### src/hdl/c2u_pkg.sv
package c2u_pkg;

   // Input transaction: one Windows-1251 code byte and the end-of-string flag.
   typedef struct packed {
      logic [7:0] in_byte;
      logic       in_end;
   } req_type;

   // Result transaction: one UTF-8 byte with its flags.
   typedef struct packed {
      logic [7:0] out_byte;
      logic       byte_valid;
      logic       run_last;
      logic       out_end;
   } rsp_type;

   // One decoded input byte: up to three UTF-8 bytes, emitted from index 0 up.
   typedef struct packed {
      logic [2:0][7:0] bytes;
      logic [1:0]      count;
      logic            byte_valid;
      logic            end_flag;
   } run_type;

   localparam int unsigned MapDepth = 128;

   // Upper half of the code page. Each word holds the UTF-8 sequence low byte
   // first; a zero top byte means a two-byte sequence, a zero word means no
   // mapping.
   localparam logic [23:0] W1251_MAP [MapDepth] = '{
      24'h0082D0, 24'h0083D0, 24'h9A80E2, 24'h0093D1,
      24'h9E80E2, 24'hA680E2, 24'hA080E2, 24'hA180E2,
      24'hAC82E2, 24'hB080E2, 24'h0089D0, 24'hB980E2,
      24'h008AD0, 24'h008CD0, 24'h008BD0, 24'h008FD0,
      24'h0092D1, 24'h9880E2, 24'h9980E2, 24'h9C80E2,
      24'h9D80E2, 24'hA280E2, 24'h9380E2, 24'h9480E2,
      24'h000000, 24'hA284E2, 24'h0099D1, 24'hBA80E2,
      24'h009AD1, 24'h009CD1, 24'h009BD1, 24'h009FD1,
      24'h00A0C2, 24'h008ED0, 24'h009ED1, 24'h0088D0,
      24'h00A4C2, 24'h0090D2, 24'h00A6C2, 24'h00A7C2,
      24'h0081D0, 24'h00A9C2, 24'h0084D0, 24'h00ABC2,
      24'h00ACC2, 24'h00ADC2, 24'h00AEC2, 24'h0087D0,
      24'h00B0C2, 24'h00B1C2, 24'h0086D0, 24'h0096D1,
      24'h0091D2, 24'h00B5C2, 24'h00B6C2, 24'h00B7C2,
      24'h0091D1, 24'h9684E2, 24'h0094D1, 24'h00BBC2,
      24'h0098D1, 24'h0085D0, 24'h0095D1, 24'h0097D1,
      24'h0090D0, 24'h0091D0, 24'h0092D0, 24'h0093D0,
      24'h0094D0, 24'h0095D0, 24'h0096D0, 24'h0097D0,
      24'h0098D0, 24'h0099D0, 24'h009AD0, 24'h009BD0,
      24'h009CD0, 24'h009DD0, 24'h009ED0, 24'h009FD0,
      24'h00A0D0, 24'h00A1D0, 24'h00A2D0, 24'h00A3D0,
      24'h00A4D0, 24'h00A5D0, 24'h00A6D0, 24'h00A7D0,
      24'h00A8D0, 24'h00A9D0, 24'h00AAD0, 24'h00ABD0,
      24'h00ACD0, 24'h00ADD0, 24'h00AED0, 24'h00AFD0,
      24'h00B0D0, 24'h00B1D0, 24'h00B2D0, 24'h00B3D0,
      24'h00B4D0, 24'h00B5D0, 24'h00B6D0, 24'h00B7D0,
      24'h00B8D0, 24'h00B9D0, 24'h00BAD0, 24'h00BBD0,
      24'h00BCD0, 24'h00BDD0, 24'h00BED0, 24'h00BFD0,
      24'h0080D1, 24'h0081D1, 24'h0082D1, 24'h0083D1,
      24'h0084D1, 24'h0085D1, 24'h0086D1, 24'h0087D1,
      24'h0088D1, 24'h0089D1, 24'h008AD1, 24'h008BD1,
      24'h008CD1, 24'h008DD1, 24'h008ED1, 24'h008FD1
   };

endpackage

### src/hdl/c2u_decoder.sv
module c2u_decoder
   import c2u_pkg::*;
(
   input  req_type req_i,
   output run_type run_o
);

   logic [23:0] word;

   always_comb begin
      word             = W1251_MAP[req_i.in_byte[6:0]];
      run_o.bytes      = '0;
      run_o.count      = 2'd1;
      run_o.byte_valid = 1'b1;
      run_o.end_flag   = req_i.in_end;
      if (!req_i.in_byte[7]) begin
         // ASCII passes straight through.
         run_o.bytes[0] = req_i.in_byte;
      end else if (word == 24'h0) begin
         // Unmapped code: a single empty result.
         run_o.byte_valid = 1'b0;
      end else begin
         run_o.bytes[0] = word[7:0];
         run_o.bytes[1] = word[15:8];
         run_o.bytes[2] = word[23:16];
         run_o.count    = (word[23:16] != 8'h0) ? 2'd3 : 2'd2;
      end
   end

endmodule

### src/hdl/c2u_serializer.sv
module c2u_serializer
   import c2u_pkg::*;
(
   input  logic    clock,
   input  logic    reset,
   input  logic    run_valid,
   input  run_type run_i,
   output logic    take,
   output logic    rsp_strobe,
   output rsp_type rsp_item
);

   logic    run_vld_ff, run_vld_in;
   run_type run_ff, run_in;
   logic [1:0] idx_ff, idx_in;
   logic    rsp_vld_ff, rsp_vld_in;
   rsp_type rsp_ff, rsp_in;
   logic    last;
   logic    free;

   always_comb begin
      last = (idx_ff == (run_ff.count - 2'd1));
      free = !run_vld_ff || last;
      take = free && run_valid;

      run_vld_in = run_vld_ff;
      run_in     = run_ff;
      idx_in     = idx_ff;
      if (take) begin
         run_vld_in = 1'b1;
         run_in     = run_i;
         idx_in     = 2'd0;
      end else if (run_vld_ff && last) begin
         run_vld_in = 1'b0;
      end else if (run_vld_ff) begin
         idx_in = idx_ff + 2'd1;
      end

      rsp_vld_in          = run_vld_ff;
      rsp_in.out_byte     = run_ff.bytes[idx_ff];
      rsp_in.byte_valid   = run_ff.byte_valid;
      rsp_in.run_last     = last;
      rsp_in.out_end      = run_ff.end_flag && last;
   end

   always_ff @(posedge clock) begin
      if (reset) begin
         run_vld_ff <= 1'b0;
         rsp_vld_ff <= 1'b0;
         idx_ff     <= 2'd0;
      end else begin
         run_vld_ff <= run_vld_in;
         rsp_vld_ff <= rsp_vld_in;
         idx_ff     <= idx_in;
      end
      run_ff <= run_in;
      rsp_ff <= rsp_in;
   end

   assign rsp_strobe = rsp_vld_ff;
   assign rsp_item   = rsp_ff;

endmodule

### src/hdl/cp1251_to_utf8_transcoder_unit.sv
// Windows-1251 to UTF-8 transcoder.
//
// The user offers one code byte with its end-of-string flag on req_item and
// raises start; the transaction is taken at a rising edge where start is high
// and busy is low. Every code byte yields one to three result transactions on
// rsp_item, each shown for exactly one cycle with rsp_strobe high: ASCII gives
// one byte, Cyrillic and punctuation codes give two or three UTF-8 bytes, and
// the unmapped code 0x98 gives a single result with byte_valid clear. The last
// result of each run has run_last set and carries the end-of-string flag.
//
// A taken byte moves from the input register through the decoder into
// the run register, and its results leave through the result register.
// Throughput is one result per cycle while runs are waiting, set by the single
// output byte lane: one input byte a cycle for ASCII text; the next byte after
// a multi-byte character is held in the input register, and busy rises only
// while the held byte waits for the output lane to finish the previous run.
// The receiver cannot stall: results are never held back. A synchronous reset
// empties the input register and the output run; nothing else is kept, so the
// block is ready in the cycle after reset falls.
module cp1251_to_utf8_transcoder_unit
   import c2u_pkg::*;
(
   input  logic    clock,
   input  logic    reset,
   input  logic    start,
   output logic    busy,
   input  req_type req_item,
   output logic    rsp_strobe,
   output rsp_type rsp_item
);

   // Input register: holds one accepted transaction until the serialiser
   // takes its decoded run.
   logic    in_vld_ff, in_vld_in;
   req_type in_ff, in_in;
   run_type run;
   logic    take;
   logic    accept;

   always_comb begin
      busy      = in_vld_ff && !take;
      accept    = start && !busy;
      in_vld_in = in_vld_ff;
      in_in     = in_ff;
      if (accept) begin
         in_vld_in = 1'b1;
         in_in     = req_item;
      end else if (take) begin
         in_vld_in = 1'b0;
      end
   end

   always_ff @(posedge clock) begin
      if (reset) begin
         in_vld_ff <= 1'b0;
      end else begin
         in_vld_ff <= in_vld_in;
      end
      in_ff <= in_in;
   end

   // Table lookup between the input register and the run register.
   c2u_decoder u_decoder (
      .req_i (in_ff),
      .run_o (run)
   );

   // Emits the run one byte per cycle through the result register.
   c2u_serializer u_serializer (
      .clock      (clock),
      .reset      (reset),
      .run_valid  (in_vld_ff),
      .run_i      (run),
      .take       (take),
      .rsp_strobe (rsp_strobe),
      .rsp_item   (rsp_item)
   );

endmodule

### config.mk
export PLATFORM = sky130hd
export DESIGN_NAME = cp1251_to_utf8_transcoder_unit
export DESIGN_NICKNAME = d
export VERILOG_FILES = /design/src/hdl/c2u_pkg.sv /design/src/hdl/c2u_decoder.sv /design/src/hdl/c2u_serializer.sv /design/src/hdl/cp1251_to_utf8_transcoder_unit.sv
export SDC_FILE = /design/constraint.sdc
export NUM_CORES = 1
export LEC_CHECK = 0
export BUFFER_PORTS_ARGS = -buffer_cell sky130_fd_sc_hd__buf_4
export CAP_MARGIN = 25
export CORE_ASPECT_RATIO = 1.5
export CORE_UTILIZATION = 54
export DETAILED_ROUTE_END_ITERATION = 8
export GPL_TIMING_DRIVEN = 0
export PLACE_DENSITY = 0.76
export SYNTH_ARGS = -nofsm -noshare
export SYNTH_HDL_FRONTEND = slang
export SYNTH_HIERARCHICAL = 1
export SYNTH_SLANG_ARGS = --single-unit
### constraint.sdc
create_clock -name clock -period 2.7 [get_ports clock]
set_input_delay 0.54 -clock clock [delete_from_list [all_inputs] [get_ports clock]]
set_output_delay 0.54 -clock clock [all_outputs]
set_load 0.01 [all_outputs]
==> results.py <==
metrics = {
    "status": {
        "outcome": "complete, no violations",
    },
    "route": {
        "dr.pass1.iters": 5,
        "drc_errors": 0,
        "drtAntennaViolNets": 0,
        "vias": 2663,
        "drt-initial-drc-count": 190,
        "wirelength_um": 8110,
        "via_per_inst": 6.19,
        "wl_per_cell_um": 18.9,
    },
    "timing": {
        "fin_skew_ns": 0.0111,
        "post-route-min-period_ns": 2.61,
        "setup_slack_ns": 0.0864,
        "timing.fmax_ghz": 0.383,
        "slew_headroom_pct": 61.8,
        "finalHoldViolCount": 0,
        "fin_tns_setup_ns": 0,
        "report.final.slew_viol_count": 0,
        "setup_viol": 0,
        "worstMarginPinSlew_ns": 0.573,
        "layout_worst_path_cycle_share_pct": 96.8,
    },
    "grt": {
        "grt_max_degree": 25,
        "grt_pass1_wl_um": 12900,
        "grt_usage_pct": 27.7,
        "globalRouteOverflowTotal": 0,
        "antenna_found_initial": 0,
        "grt_pass1_vias": 2593,
    },
    "worst_setup_path": {
        "cpPeakStageDelay_ns": 0.50,
        "arrival_ns": 2.65,
        "r2r_slack_ns": 0.09,
        "cpMaxStageDelayCell": "edfxtp_1",
        "endpoint": "u_serializer/rsp_in[2]",
        "crit_type": "flip-flop to flip-flop",
        "crit_path_end_kind": "flip-flop",
        "cp.required_ns": 2.73,
        "crit_chain": "clkbuf_4 > inv_1 > ha_1 > or3b_1 > a31oi_2 > and4_1 > nand4_1",
        "worst_r2r_endpoint": "u_serializer/rsp_in[2]",
        "setup.worst_path.start": "in_ff[1]",
        "worstSetupStartpointType": "flip-flop",
        "cp_num_buf_inv": 2,
        "path_delay_family": "simple AND/OR/NAND/NOR gates",
        "crit_cells": 7,
        "r2r_start": "in_ff[1]",
        "ff2ff_path_depth": 7,
        "worst-path-max-fanout": 10,
    },
    "logic_synthesis": {
        "synth_edf_count": 37,
        "synthFlopType": "edfxtp_1",
        "yosysWarnings": 6,
        "ys_seq_area_share_pct": 44.5,
        "avgSynthCellArea_sq_um": 9.92,
        "synth_top_area_share_pct": 34.6,
        "synthCells": 324,
        "ys_top_cells_by_count": "37 x edfxtp_1, 29 x nand2_1, 23 x o21ai_0",
        "ys_types": 67,
        "netlist_top_cells_area": "edfxtp_1 35%, dfxtp_1 10%, ha_1 4.3%",
        "post-synth-top-count-cell": "edfxtp_1",
        "synth_area_sq_mm": 0.00321,
        "synth_top_cell_by_area": "edfxtp_1",
        "ys_async_sr_fraction_pct": 0,
        "ys_ff_latch": 53,
    },
    "die": {
        "core_sq_mm": 0.00579,
        "initial_core_util_pct": 55.5,
        "die_w_um": 65.0,
        "die_y_um": 96.5,
        "io_pins": 25,
        "rows": 34,
        "dieArea_sq_mm": 0.00627,
    },
    "layout": {
        "post-route-util_pct": 63.0,
        "nets": 380,
        "area_delta_synth_final_pct": 13.4,
        "antenna_cells": 0,
        "post_route_cells_drive_above_1_share_pct": 20.1,
    },
    "clock_tree": {
        "hold_buffers": 0,
        "cts_buffers": 5,
        "cts-root-buf": "clkbuf_8",
        "cts_tree": "built",
        "clock-sinks": 53,
        "clkTransAtPathRegs_ns": 0.10,
        "clock_latency_ns": 0.31,
        "htreeDepth": 2,
        "clockBufferDepth": 2,
    },
    "min_path": {
        "min_path_type": "flip-flop to flip-flop",
    },
    "run": {
        "cap_violations": 0,
    },
    "placed_design": {
        "routabilityCongestion": 1.01,
        "dp_slack_ns": 0.0269,
        "place_hpwl_um": 6070,
        "portBuffers": 24,
    },
    "power_and_ir_drop": {
        "p_leak_nw": 1.40,
        "finalPower_mw": 1.91,
        "pwr_density_cell_mw_per_mm2": 524,
        "ir_drop_v": 0.000268,
    },
}
## sequential cells by signal, indices dropped and copies added, names as in the netlist
| signal | count |
|---|---|
| u_serializer/rsp_in | 1 |
| u_serializer/rsp_strobe | 1 |
| u_serializer/idx_ff | 2 |
| u_serializer/run_ff | 27 |
| u_serializer/rsp_item | 11 |
| in_vld_ff | 1 |
| u_serializer/rsp_vld_in | 1 |
| in_ff | 9 |
## repair_timing
action / 4_1_cts / 5_1_grt
endpoints found under the setup margin: 1 / 12
setup buffers: 0 / 0
resized for setup: 1 / 6
## kinds of logic after synthesis
logic type | after synthesis | share of synthesized area, %
simple gates | 104 | 16.9
compound gates | 95 | 20.5
flops | 53 | 44.5
buf+inv | 43 | 8.02
mux | 15 | 4.83
fa+ha+maj | 11 | 4.28
xor+xnor | 2 | 0.779
other cells | 1 | 0.117
## power by group
group          total (mW)  internal [mW]  switching [mW]
clock network       0.505          0.242           0.264
registers           0.972          0.944          0.0281
logic               0.433          0.183           0.251
## area by class of cell
| class | instances | area [sq um] |
|---|---|---|
| well taps | 72 | 90.1 |
| clock buffers | 7 | 97.6 |
| multi-input cells | 229 | 1550 |
| inverters | 13 | 48.8 |
| fillers | 519 | 2140 |
| clock inverters | 1 | 8.76 |
| flip-flops and latches | 53 | 1430 |
| plain buffers | 30 | 211 |
| repair buffers | 25 | 208 |
## metal layers
layer	vias to the layer above	global-route usage [%]	wire, um
met5	-	0	0
met3	51	5.05	504
met2	152	49.7	4170
met1	1203	27.8	2860
li1	1257	-	-
met4	0	22.0	580
## how the worst min path moves through the flow
stage / from / to / slack [ns] / depth (start not counted)
5_1_grt: u_serializer/rsp_in[2] / u_serializer/rsp_item[2] / 0.38 / 0
2_1_floorplan: u_serializer/rsp_in[2] / u_serializer/rsp_item[2] / 0.32 / 0
4_1_cts: u_serializer/rsp_in[2] / u_serializer/rsp_item[2] / 0.38 / 0
6_report: u_serializer/rsp_in[2] / u_serializer/rsp_item[2] / 0.37 / 0
3_5_place_dp: u_serializer/rsp_in[2] / u_serializer/rsp_item[2] / 0.34 / 0
3_3_place_gp: u_serializer/rsp_in[2] / u_serializer/rsp_item[2] / 0.33 / 0
## placed cells by master (no fill, tap or decap), drive strengths merged, types with 5 or more instances in the layout
cell / instances
nand2b: 8
nor2b: 19
nor2: 18
a21oi: 17
inv: 12
mux2i: 11
buf: 49
ha: 11
nand3: 5
a211oi: 5
nor3: 6
nand2: 29
o21ai: 26
edfxtp: 37
clkbuf: 13
dfxtp: 16
a31oi: 6
## stage by stage
| step | cells | hold slack (ns) | area, sq um |
|---|---|---|---|
| 5_1_grt | 430 | 0.379 | 3640 |
| 3_5_place_dp | 422 | 0.341 | 3510 |
| 6_report | 430 | 0.367 | 3640 |
| 4_1_cts | 430 | 0.377 | 3630 |
| 2_1_floorplan | 325 | 0.323 | 3220 |
| 3_3_place_gp | 421 | 0.326 | 3490 |
Note: power is estimated with default switching activity, not from simulation.
